### config.mk
export PLATFORM = sky130hd
export DESIGN_NAME = sliding_window_min_max_mean_core_flat
export DESIGN_NICKNAME = d
export VERILOG_FILES = /design/src/design/swmmm_pkg.sv /design/src/design/swmmm_if.sv /design/src/design/swmmm_ram.sv /design/src/design/swmmm_div.sv /design/src/design/sliding_window_min_max_mean_core.sv /design/src/flat_wrapper.sv
export SDC_FILE = /design/constraint.sdc
export NUM_CORES = 1
export LEC_CHECK = 0
export BUFFER_PORTS_ARGS = -buffer_cell sky130_fd_sc_hd__buf_4
export CORE_MARGIN = 3
export CORE_UTILIZATION = 30
export DETAILED_ROUTE_END_ITERATION = 8
export HOLD_SLACK_MARGIN = 0.15
export SLEW_MARGIN = 0
export SYNTH_ARGS = -nofsm -noshare
export SYNTH_HDL_FRONTEND = slang
export SYNTH_SLANG_ARGS = --single-unit
export TNS_END_PERCENT = 100
### constraint.sdc
create_clock -name clk -period 3.3 [get_ports clk]
set_input_delay 0.66 -clock clk [delete_from_list [all_inputs] [get_ports clk]]
set_output_delay 0.66 -clock clk [all_outputs]
set_load 0.1 [all_outputs]
### src/design/swmmm_pkg.sv
// ----------------------------------------------------------------------------
// swmmm_pkg
// Shared widths, reset constants and the control state type of the
// sliding-window min/max/mean core.
// ----------------------------------------------------------------------------
package swmmm_pkg;

  // Payload widths
  localparam int SPEED_W = 10;
  localparam int LEN_W   = 5;

  // Default window storage and reset window length
  localparam int MAX_WINDOW_DEF      = 16;
  localparam int RESET_WINDOW_LENGTH = 12;

  typedef logic [SPEED_W-1:0] speed_t;
  typedef logic [LEN_W-1:0]   len_t;

  localparam speed_t SPEED_MAX = '1;

  // Control sequencer states
  typedef enum logic [1:0] {
    ST_IDLE,
    ST_UPDATE,
    ST_SCAN,
    ST_FINISH
  } state_t;

endpackage

### src/design/swmmm_if.sv
// ----------------------------------------------------------------------------
// swmmm channel interfaces
// Valid/ready channels for the sample input and the statistics output.
// ----------------------------------------------------------------------------

// Sample channel: one speed sample per transfer
interface swmmm_sample_if;
  logic              valid;
  logic              ready;
  swmmm_pkg::speed_t speed;

  modport source (output valid, output speed, input ready);
  modport sink   (input valid, input speed, output ready);
endinterface

// Statistics channel: one result per transfer
interface swmmm_stats_if;
  logic              valid;
  logic              ready;
  swmmm_pkg::speed_t max_speed;
  swmmm_pkg::speed_t min_speed;
  swmmm_pkg::speed_t mean_speed;
  swmmm_pkg::len_t   samples_held;

  modport source (output valid, output max_speed, output min_speed,
                  output mean_speed, output samples_held, input ready);
  modport sink   (input valid, input max_speed, input min_speed,
                  input mean_speed, input samples_held, output ready);
endinterface

### src/design/swmmm_ram.sv
// ----------------------------------------------------------------------------
// swmmm_ram
// Generic simple dual-port RAM: one write port, one read port with
// registered read data.
// ----------------------------------------------------------------------------
module swmmm_ram #(
  parameter int WIDTH = 10,
  parameter int DEPTH = 16
) (
  input  logic                     clk,
  input  logic                     we,
  input  logic [$clog2(DEPTH)-1:0] waddr,
  input  logic [WIDTH-1:0]         wdata,
  input  logic [$clog2(DEPTH)-1:0] raddr,
  output logic [WIDTH-1:0]         rdata
);

  logic [WIDTH-1:0] mem [DEPTH];

  // Write port
  always_ff @(posedge clk) begin
    if (we) begin
      mem[waddr] <= wdata;
    end
  end

  // Registered read port
  always_ff @(posedge clk) begin
    rdata <= mem[raddr];
  end

endmodule

### src/design/swmmm_div.sv
// ----------------------------------------------------------------------------
// swmmm_div
// Restoring unsigned divider, one quotient bit per cycle. The quotient
// holds after the last step until the next start.
// ----------------------------------------------------------------------------
module swmmm_div #(
  parameter int NUM_W = 15,
  parameter int DEN_W = 5,
  parameter int QUO_W = 10
) (
  input  logic             clk,
  input  logic             rst,
  input  logic             start,
  input  logic [NUM_W-1:0] numer,
  input  logic [DEN_W-1:0] denom,
  output logic             done,
  output logic [QUO_W-1:0] quotient
);

  localparam int CW = $clog2(NUM_W + 1);

  logic             busy;
  logic [CW-1:0]    cnt;
  logic [DEN_W-1:0] rem;
  logic [DEN_W-1:0] den;
  logic [NUM_W-1:0] quo;

  logic [DEN_W:0]   shifted;
  logic [DEN_W:0]   diff;
  logic             ge;

  // One trial subtraction per cycle
  always_comb begin
    shifted = {rem, quo[NUM_W-1]};
    diff    = shifted - {1'b0, den};
    ge      = (shifted >= {1'b0, den});
  end

  // Step control
  always_ff @(posedge clk) begin
    if (rst) begin
      busy <= 1'b0;
      cnt  <= '0;
    end else if (start) begin
      busy <= 1'b1;
      cnt  <= CW'(NUM_W);
    end else if (busy) begin
      cnt <= cnt - 1'b1;
      if (cnt == CW'(1)) begin
        busy <= 1'b0;
      end
    end
  end

  // Datapath: dividend shifts out at the top, quotient bits shift in below
  always_ff @(posedge clk) begin
    if (start) begin
      rem <= '0;
      den <= denom;
      quo <= numer;
    end else if (busy) begin
      rem <= ge ? diff[DEN_W-1:0] : shifted[DEN_W-1:0];
      quo <= {quo[NUM_W-2:0], ge};
    end
  end

  assign done     = !busy;
  assign quotient = quo[QUO_W-1:0];

endmodule

### src/design/sliding_window_min_max_mean_core.sv
// ----------------------------------------------------------------------------
// sliding_window_min_max_mean_core
// Keeps the latest window_length speed samples in a ring RAM and reports
// max, min, truncated mean and count after every inserted sample.
// ----------------------------------------------------------------------------
// A result is ready once the bit-serial mean divider (one bit per cycle over
//   the sum width) and the ring scan (one RAM read per cycle) are both done.
//   One sample in flight: the next is taken only after the result is loaded.
// A finished result waits in the output register; the next result, and so
//   the input, stall in ST_FINISH until that register is taken or empty.
// Reset: empty window, window_length = 12; a window_length write empties it.
// ----------------------------------------------------------------------------
module sliding_window_min_max_mean_core #(
  parameter int MAX_WINDOW = swmmm_pkg::MAX_WINDOW_DEF
) (
  input  logic                  clk,
  input  logic                  rst,
  input  logic                  cfg_we,
  input  swmmm_pkg::len_t       cfg_wdata,
  swmmm_sample_if.sink          sample,
  swmmm_stats_if.source         stats
);

  localparam int IDX_W   = $clog2(MAX_WINDOW);
  localparam int CNT_W   = $clog2(MAX_WINDOW + 1);
  localparam int SUM_W   = swmmm_pkg::SPEED_W + CNT_W;
  localparam int LW      = (CNT_W > swmmm_pkg::LEN_W) ? CNT_W : swmmm_pkg::LEN_W;
  localparam int RST_LEN = (swmmm_pkg::RESET_WINDOW_LENGTH > MAX_WINDOW) ?
                           MAX_WINDOW : swmmm_pkg::RESET_WINDOW_LENGTH;

  swmmm_pkg::state_t state, state_next;

  // Window state
  logic [CNT_W-1:0]  len_eff;
  logic [IDX_W-1:0]  write_slot;
  logic [CNT_W-1:0]  held_count;
  logic [SUM_W-1:0]  running_sum;

  // Current sample
  swmmm_pkg::speed_t cur_speed;
  logic [IDX_W-1:0]  cur_slot;
  logic              cur_full;

  // Scan
  logic [CNT_W-1:0]  scan_addr;
  logic              rd_pend;
  swmmm_pkg::speed_t hi;
  swmmm_pkg::speed_t lo;

  // Output register
  logic              out_valid;
  swmmm_pkg::speed_t out_max;
  swmmm_pkg::speed_t out_min;
  swmmm_pkg::speed_t out_mean;
  swmmm_pkg::len_t   out_held;

  // Combinational
  logic [LW-1:0]     cfg_ext;
  logic [CNT_W-1:0]  cfg_len;
  logic [IDX_W-1:0]  slot_calc;
  logic              full_calc;
  swmmm_pkg::speed_t old_sample;
  logic [SUM_W-1:0]  sum_new;
  logic [CNT_W-1:0]  count_new;
  logic [CNT_W-1:0]  slot_inc;
  logic [IDX_W-1:0]  slot_new;
  logic              accept;
  logic              scan_issue;
  logic              out_load;
  logic              ram_we;
  logic [IDX_W-1:0]  ram_raddr;
  swmmm_pkg::speed_t ram_rdata;
  logic              div_start;
  logic              div_done;
  swmmm_pkg::speed_t div_quo;

  // Window length clamp: zero means one, above storage saturates
  always_comb begin
    cfg_ext = LW'(cfg_wdata);
    if (cfg_ext == '0) begin
      cfg_len = CNT_W'(1);
    end else if (cfg_ext > LW'(MAX_WINDOW)) begin
      cfg_len = CNT_W'(MAX_WINDOW);
    end else begin
      cfg_len = cfg_ext[CNT_W-1:0];
    end
  end

  // Insertion arithmetic
  always_comb begin
    slot_calc  = (CNT_W'(write_slot) >= len_eff) ? '0 : write_slot;
    full_calc  = (held_count >= len_eff);
    old_sample = cur_full ? ram_rdata : '0;
    sum_new    = running_sum - SUM_W'(old_sample) + SUM_W'(cur_speed);
    count_new  = cur_full ? len_eff : held_count + 1'b1;
    slot_inc   = CNT_W'(cur_slot) + 1'b1;
    slot_new   = (slot_inc >= len_eff) ? '0 : slot_inc[IDX_W-1:0];
  end

  // Next state
  always_comb begin
    state_next = state;
    unique case (state)
      swmmm_pkg::ST_IDLE:   if (sample.valid) state_next = swmmm_pkg::ST_UPDATE;
      swmmm_pkg::ST_UPDATE: state_next = swmmm_pkg::ST_SCAN;
      swmmm_pkg::ST_SCAN:   if (!scan_issue && !rd_pend) state_next = swmmm_pkg::ST_FINISH;
      swmmm_pkg::ST_FINISH: if (out_load) state_next = swmmm_pkg::ST_IDLE;
      default:              state_next = swmmm_pkg::ST_IDLE;
    endcase
  end

  // Control outputs
  always_comb begin
    sample.ready = (state == swmmm_pkg::ST_IDLE);
    accept       = sample.valid && sample.ready;
    ram_we       = (state == swmmm_pkg::ST_UPDATE);
    div_start    = (state == swmmm_pkg::ST_UPDATE);
    scan_issue   = (state == swmmm_pkg::ST_SCAN) && (scan_addr < held_count);
    out_load     = (state == swmmm_pkg::ST_FINISH) && div_done &&
                   (!out_valid || stats.ready);
    ram_raddr    = (state == swmmm_pkg::ST_IDLE) ? slot_calc : scan_addr[IDX_W-1:0];
  end

  always_ff @(posedge clk) begin
    if (rst) begin
      state <= swmmm_pkg::ST_IDLE;
    end else begin
      state <= state_next;
    end
  end

  // Window bookkeeping; a length write empties the window
  always_ff @(posedge clk) begin
    if (rst) begin
      len_eff     <= CNT_W'(RST_LEN);
      write_slot  <= '0;
      held_count  <= '0;
      running_sum <= '0;
    end else if (cfg_we) begin
      len_eff     <= cfg_len;
      write_slot  <= '0;
      held_count  <= '0;
      running_sum <= '0;
    end else if (ram_we) begin
      write_slot  <= slot_new;
      held_count  <= count_new;
      running_sum <= sum_new;
    end
  end

  // Capture sample; oldest entry is read during the transfer cycle
  always_ff @(posedge clk) begin
    if (accept) begin
      cur_speed <= sample.speed;
      cur_slot  <= slot_calc;
      cur_full  <= full_calc;
    end
  end

  // Ring scan: one read per cycle, each compared in the cycle after its read
  always_ff @(posedge clk) begin
    if (rst) begin
      rd_pend <= 1'b0;
    end else begin
      rd_pend <= scan_issue;
    end
  end

  always_ff @(posedge clk) begin
    if (ram_we) begin
      scan_addr <= '0;
      hi        <= '0;
      lo        <= swmmm_pkg::SPEED_MAX;
    end else begin
      if (scan_issue) begin
        scan_addr <= scan_addr + 1'b1;
      end
      if (rd_pend) begin
        if (ram_rdata > hi) hi <= ram_rdata;
        if (ram_rdata < lo) lo <= ram_rdata;
      end
    end
  end

  // Output register
  always_ff @(posedge clk) begin
    if (rst) begin
      out_valid <= 1'b0;
    end else if (out_load) begin
      out_valid <= 1'b1;
    end else if (stats.ready) begin
      out_valid <= 1'b0;
    end
  end

  always_ff @(posedge clk) begin
    if (out_load) begin
      out_max  <= hi;
      out_min  <= lo;
      out_mean <= div_quo;
      out_held <= swmmm_pkg::LEN_W'(held_count);
    end
  end

  assign stats.valid        = out_valid;
  assign stats.max_speed    = out_max;
  assign stats.min_speed    = out_min;
  assign stats.mean_speed   = out_mean;
  assign stats.samples_held = out_held;

  // Sample ring
  swmmm_ram #(
    .WIDTH (swmmm_pkg::SPEED_W),
    .DEPTH (MAX_WINDOW)
  ) u_ring (
    .clk   (clk),
    .we    (ram_we),
    .waddr (cur_slot),
    .wdata (cur_speed),
    .raddr (ram_raddr),
    .rdata (ram_rdata)
  );

  // Mean divider, runs alongside the scan
  swmmm_div #(
    .NUM_W (SUM_W),
    .DEN_W (CNT_W),
    .QUO_W (swmmm_pkg::SPEED_W)
  ) u_div (
    .clk      (clk),
    .rst      (rst),
    .start    (div_start),
    .numer    (sum_new),
    .denom    (count_new),
    .done     (div_done),
    .quotient (div_quo)
  );

endmodule

### src/flat_wrapper.sv
// flat-port wrapper written by rule: the top's interface ports become plain ports
module sliding_window_min_max_mean_core_flat 
#(
  parameter int MAX_WINDOW = swmmm_pkg::MAX_WINDOW_DEF
)
  (clk, rst, cfg_we, cfg_wdata, sample_valid, sample_speed, sample_ready, stats_valid, stats_max_speed, stats_min_speed, stats_mean_speed, stats_samples_held, stats_ready);
  swmmm_sample_if sample_i ();
  swmmm_stats_if stats_i ();
  input  logic clk;
  input  logic rst;
  input  logic cfg_we;
  input  swmmm_pkg::len_t cfg_wdata;
  input wire logic [$bits(sample_i.valid)-1:0] sample_valid;
  input wire logic [$bits(sample_i.speed)-1:0] sample_speed;
  output wire logic [$bits(sample_i.ready)-1:0] sample_ready;
  output wire logic [$bits(stats_i.valid)-1:0] stats_valid;
  output wire logic [$bits(stats_i.max_speed)-1:0] stats_max_speed;
  output wire logic [$bits(stats_i.min_speed)-1:0] stats_min_speed;
  output wire logic [$bits(stats_i.mean_speed)-1:0] stats_mean_speed;
  output wire logic [$bits(stats_i.samples_held)-1:0] stats_samples_held;
  input wire logic [$bits(stats_i.ready)-1:0] stats_ready;
  assign sample_i.valid = sample_valid;
  assign sample_i.speed = sample_speed;
  assign sample_ready = sample_i.ready;
  assign stats_valid = stats_i.valid;
  assign stats_max_speed = stats_i.max_speed;
  assign stats_min_speed = stats_i.min_speed;
  assign stats_mean_speed = stats_i.mean_speed;
  assign stats_samples_held = stats_i.samples_held;
  assign stats_i.ready = stats_ready;
  sliding_window_min_max_mean_core #(.MAX_WINDOW(MAX_WINDOW)) u_core (.clk(clk), .rst(rst), .cfg_we(cfg_we), .cfg_wdata(cfg_wdata), .sample(sample_i), .stats(stats_i));
endmodule
# Word level (Yosys, flattened, before mapping)
# Memories as Yosys holds them, arrays and structs flattened. A register that Yosys moved wholly into a read port is not among the register bits.
# Index checks and enable logic that the tools add are counted.
[totals] reg_bits=138 ram_bits=160 input_bits=20 output_inout_bits=37 wordCells=86 memories=1
[mem_list] memory="u_core.u_ring.mem" depth=16 width=10 read_ports=1 rd_clocked_by_memory_dff=1 wr=1 line_no="swmmm_ram.sv:18" rtl="logic [WIDTH-1:0] mem [DEPTH];"
[op_classes] add_sub_neg=7 order_cmp=8 n_eq_ne=7 muxes=23 n_reduce_logical=18
[op_table] op="$mux W15" n=2
[op_table] op="$mux W4" n=5
[op_table] op="$mux W5" n=4
[op_table] op="$add A15 B10 Y15" n=1
[op_table] op="$sub A15 B10 Y15" n=1
[op_table] op="$add A5 B1 Y5 const B" n=2
[op_table] op="$ge A5 B5 Y1" n=2
[op_table] op="$gt A10 B10 Y1" n=1
[op_table] op="$lt A10 B10 Y1" n=1
[op_table] op="$mux W10" n=1
[op_table] op="$pmux W2 S4" n=1
[op_table] op="$mux W1" n=7
[op_table] op="$ge A6 B5 Y1" n=1
[op_table] op="$mux W2" n=3
[op_table] op="$add A4 B1 Y5 const B" n=1
[op_table] op="$ge A4 B5 Y1" n=1
[op_table] op="$gt A5 B5 Y1 const B" n=1
[op_table] op="$logic_and A1 B1 Y1" n=5
[op_table] op="$logic_not A5 Y1" n=1
[op_table] op="$lt A5 B5 Y1" n=1
[op_table] op="$sub A5 B5 Y5" n=1
[op_table] op="$eq A2 B2 Y1 const B" n=2
[op_table] op="$eq A4 B1 Y1 const B" n=1
[op_table] op="$logic_not A1 Y1" n=4
[op_table] op="10 further kinds" n=13

# Longest topological paths before layout
[logic_depth] depth_word=6 mapped_depth=15 depth_no_buf=13

# Cells and area by module
# Synthesis repeated with hierarchy kept, for this count alone.
[hier_totals] cells_unflattened=1012 hier_area_um2=13840.8
[modules_own_cells] module="swmmm_ram" n_inst=1 cells_per_inst=279 area_per_inst_um2=6353.6 seq_area_each_um2=5004.8
[modules_own_cells] module="sliding_window_min_max_mean_core" n_inst=1 cells_per_inst=602 area_per_inst_um2=5952.0 seq_area_each_um2=2662.6
[modules_own_cells] module="swmmm_div" n_inst=1 cells_per_inst=131 area_per_inst_um2=1535.2 seq_area_each_um2=800.8

# Worst setup path before layout
# No wires, ideal clock.
[synth_timing] kind="reg2reg" startpoint="register u_core.cur_full" endpoint="register u_core.u_div.quo[14], data pin" setup_time_ps=275 arrival_ps=2729 required_ps=3025 setup_slack_ps=296 path_stages_with_launch=14 path_buffers=2 synth_period_minus_slack_ps=3004 cell_sequence="edfxtp_1 -> clkbuf_1 -> clkbuf_1 -> and2_1 -> fa_1 -> inv_1 -> ha_1 -> nor2b_1 -> o31a_1 -> o2111ai_1 -> a21o_1 -> nand3_1 -> nand3_1 -> o221ai_1"
[synth_between] elab_chain_cells=4
[synth_rtl] item="from (decl)" line_no="sliding_window_min_max_mean_core.sv:42" rtl="logic cur_full;"
[synth_rtl] item="from (signal assigned)" line_no="sliding_window_min_max_mean_core.sv:156" rtl="cur_full <= full_calc;"
[synth_rtl] item="$mux W10" line_no="sliding_window_min_max_mean_core.sv:93" rtl="old_sample = cur_full ? ram_rdata : '0;"
[synth_rtl] item="$sub A15 B10 Y15" line_no="sliding_window_min_max_mean_core.sv:94" rtl="sum_new = running_sum - SUM_W'(old_sample) + SUM_W'(cur_speed);"
[synth_rtl] item="$add A15 B10 Y15" line_no="sliding_window_min_max_mean_core.sv:94"
[synth_rtl] item="$mux W15" line_no="swmmm_div.sv:57" rtl="if (start) begin"
[synth_rtl] item="to (signal assigned)" line_no="swmmm_div.sv:60" rtl="quo <= numer;"
[synth_rtl] item="to (signal assigned)" line_no="swmmm_div.sv:63" rtl="quo <= {quo[NUM_W-2:0], ge};"
[synth_rtl] item="to (decl)" line_no="swmmm_div.sv:26" rtl="logic [NUM_W-1:0] quo;"
# No other way between the ends.
# A chain may end at the register's enable or synchronous reset.

# Worst setup path in the final report
[layout_timing] startpoint="register u_core.cur_full" endpoint="register u_core.u_div.quo[10], data pin"
# Same word-level chain as after synthesis.

==> results.cfg <==
[synthesis]
synth-edff-count = 230
post_synth_num_cell_types = 66
yosys_most_used_dff = sky130_fd_sc_hd__edfxtp_1
synthCells = 1188
synth-async-reset-ratio_pct = 0
netlist_area_sq_um = 14140
syn_nets = 1288
synth_seq_area_share_pct = 59.89
synth_seq_cells = 308
synth_area_per_cell_sq_um = 11.90
synth-warning-count = 0

[timing]
period_share_pct = 93.56
setup_viol = 0
final.min_clock_period_ps = 3087
tns_ps = 0
tightest_slew_ps = 1027
finalClockSkew_ps = 21.71
max_slew_margin_pct = 31.30
final_hold_viol_count = 0
fmaxAchievable_ghz = 0.3239
maxSlewViolCount = 0
rsz0062_at_grt = true
setup_ws_ps = 212.7

[floorplanning]
placeableCoreArea_sq_um = 45970
start_util_pct = 30.76
die_area_sq_um = 49770
die_y_microns = 223.1
io_pins = 57
fp-row-count = 78
fp.dieW_microns = 223.1

[route]
post-route-drc-count = 0
post_drt_wl_per_cell_microns = 18.35
postRouteWirelength_microns = 34910
drtIter0Drc = 708
ant_nets = 0
drt_pass1_iterations = 5
via_per_inst = 4.964
via_count = 9442

[cts]
path_clk_slew_ps = 60
post_cts.repair.setup_buffers = 0
cts_buffer_depth = 3
cts_hold_buf = 0
cts-resized-gates = 0
cts-htree-levels = 2
worstSkewPairLatency_ps = 530
cts-buffers-inserted = 35
clkSinkCount = 308
clock-root-buffer = sky130_fd_sc_hd__clkbuf_16
clock_tree_from_tritoncts = done

[setup_path]
timing_worst_setup_path_type = register to register
worst_ep_arrival_time_ps = 3340
worst_setup_path_end_kind = register
cp_max_fo = 9
required_ps = 3550
cp-start-kind = register

[cells_and_area]
finish.cell_count_without_fillers = 1902
antenna-diode-count = 0
layout.cells.most_common = sky130_fd_sc_hd__edfxtp_1
areaGrowthSynthToFinish_pct = 18.54
num-nets-final = 1375
post-route-util_pct = 36.46
fillerInstances = 4421
layout_cells_sized_above_1_pct = 15.21
mostFrequentLayoutCells = sky130_fd_sc_hd__edfxtp_1, sky130_fd_sc_hd__inv_1, sky130_fd_sc_hd__buf_4
design_area_sq_um = 16760

[global_route]
first_global_vias = 9339
grt_start_max_net_pins = 51
overflow = 0
antenna_found_initial = 0
track_usage_pct = 13.78
wire_length_of_the_first_global_routing_pass_microns = 53950

[placed_design]
placed_cells = 1838
dp_hpwl_microns = 23790
preCtsSetupSlack_ps = 181.8
place.gp.congestion = 0.8509
port_buffer_cells = 56
placed_cell_area_sq_um = 15490

[power]
powerDensity_nw_per_um2 = 860.6
power_leakage_nw = 6.302
vdd_drop_max_mv = 0.4393

[min_path]
timing.hold.worst.class = primary input to register

[flow_run]
max-cap-violations = 0

[outcome]
status = complete, no violations
==> registers in the layout, indices dropped and copies added (netlist names), 10 cells and up <==
name,cells
u_core.stats.mean_speed,10
u_core.stats.max_speed,10
u_core.u_ring.mem,160
u_core.lo,10
u_core.u_div.quo,15
u_core.stats.min_speed,10
u_core.running_sum,15
u_core.u_ring.rdata,10
u_core.cur_speed,10
u_core.hi,10
==> metrics by stage <==
step           hold slack (ps)  power, mW
2_1_floorplan            423.8      8.838
3_3_place_gp             436.4      10.19
3_5_place_dp             436.4      10.30
4_1_cts                  286.1      14.51
5_1_grt                  282.0      15.31
6_report                 308.5      14.42
==> report_power, final <==
group          leakage, nW  switching [mW]  internal [mW]  total [mW]
sequential            2.72           0.455           4.96        5.42
clock                0.605            1.59           2.57        4.16
combinational         2.98            3.03           1.82        4.85
total                 6.30            5.08           9.35        14.4
==> cell type report <==
cell class	instances	area (sq um)	share of cell area [%]
clock buffers	40	914.6	5.457
clock inverters	24	332.8	1.986
inverters	115	431.7	2.575
multi-input cells	704	5017	29.93
flip-flops and latches	308	8468	50.52
well taps	600	750.7	4.479
repair buffers	111	845.8	5.046
==> layer usage <==
layer	wire length [microns]	GRT usage, %
met1	15830	19.36
met2	15620	21.37
met3	2745	3.145
met5	0	0
met4	716	3.897
==> kinds of logic (layout without fill, tap and decap cells) <==
group           Yosys count  in the layout  synth area share, %
buf+inv                 176            290                4.902
flops                   308            308                59.89
fa+ha+maj                80             80                7.663
simple gates            326            326                11.34
mux                      54             54                4.106
xor+xnor                 22             22                1.363
compound gates          222            222                10.73
==> synth_stat cells, types with 3 or more instances <==
library cell                  n  share of area, %
sky130_fd_sc_hd__a31oi_1      3              0.13
sky130_fd_sc_hd__and2_1      15              0.66
sky130_fd_sc_hd__o21ai_0     67               2.4
sky130_fd_sc_hd__a211oi_1     6              0.32
sky130_fd_sc_hd__inv_1      115               3.1
sky130_fd_sc_hd__or2_2        3              0.13
sky130_fd_sc_hd__nor2_1      52               1.4
sky130_fd_sc_hd__nor3_1      13              0.46
sky130_fd_sc_hd__nand2_1     92               2.4
sky130_fd_sc_hd__and3_1      12              0.53
sky130_fd_sc_hd__nand4_1     45               2.0
sky130_fd_sc_hd__mux2_1      20               1.6
sky130_fd_sc_hd__nor2b_1      8              0.35
sky130_fd_sc_hd__edfxtp_1   230                49
sky130_fd_sc_hd__buf_6        3              0.24
sky130_fd_sc_hd__o21a_1       5              0.27
sky130_fd_sc_hd__buf_1        5              0.13
sky130_fd_sc_hd__xor2_1       6              0.37
sky130_fd_sc_hd__a22oi_1      4              0.21
sky130_fd_sc_hd__ha_1        69               6.1
sky130_fd_sc_hd__dfxtp_1     78                11
sky130_fd_sc_hd__o211ai_1    33               1.8
sky130_fd_sc_hd__fa_1        11               1.6
sky130_fd_sc_hd__nand3_1     63               2.2
sky130_fd_sc_hd__o21ai_1      4              0.14
sky130_fd_sc_hd__or3_1        3              0.13
sky130_fd_sc_hd__buf_2        8              0.28
sky130_fd_sc_hd__a221oi_1    11              0.68
sky130_fd_sc_hd__a311o_1     10              0.71
sky130_fd_sc_hd__mux2_2      12              0.96
sky130_fd_sc_hd__a21o_1      10              0.53
sky130_fd_sc_hd__clkbuf_1    45               1.2
sky130_fd_sc_hd__o2111ai_1    3              0.19
sky130_fd_sc_hd__mux2i_1     22               1.6
sky130_fd_sc_hd__xnor2_1     16              0.99
sky130_fd_sc_hd__nand2b_1    11              0.49
sky130_fd_sc_hd__a21oi_1     40               1.4
==> path summary, 6_finish.rpt <==
| path | start | to | cells after the start | slack (ps) |
|---|---|---|---|---|
| max reg2reg | u_core.cur_full | u_core.u_div.quo[10] | 11 | 210 |
| max | u_core.cur_full | u_core.u_div.quo[10] | 11 | 210 |
| min reg2reg | u_core.u_div.quo[6] | u_core.stats.mean_speed[6] | 0 | 450 |
| min | sample_speed[0] | u_core.cur_speed[0] | 1 | 310 |
==> critical path, cell delays in order (launching register included) <==
cell                       delay, ps
sky130_fd_sc_hd__edfxtp_1        490
sky130_fd_sc_hd__and2_1          220
sky130_fd_sc_hd__fa_1            480
sky130_fd_sc_hd__inv_1            50
sky130_fd_sc_hd__ha_1            340
sky130_fd_sc_hd__nor2b_1         170
sky130_fd_sc_hd__o31a_1          300
sky130_fd_sc_hd__o21ai_0         270
sky130_fd_sc_hd__o221ai_1        180
sky130_fd_sc_hd__xnor2_1         150
sky130_fd_sc_hd__nand2_1          80
sky130_fd_sc_hd__o21ai_0          90
Note: power is estimated with default switching activity, not from simulation.
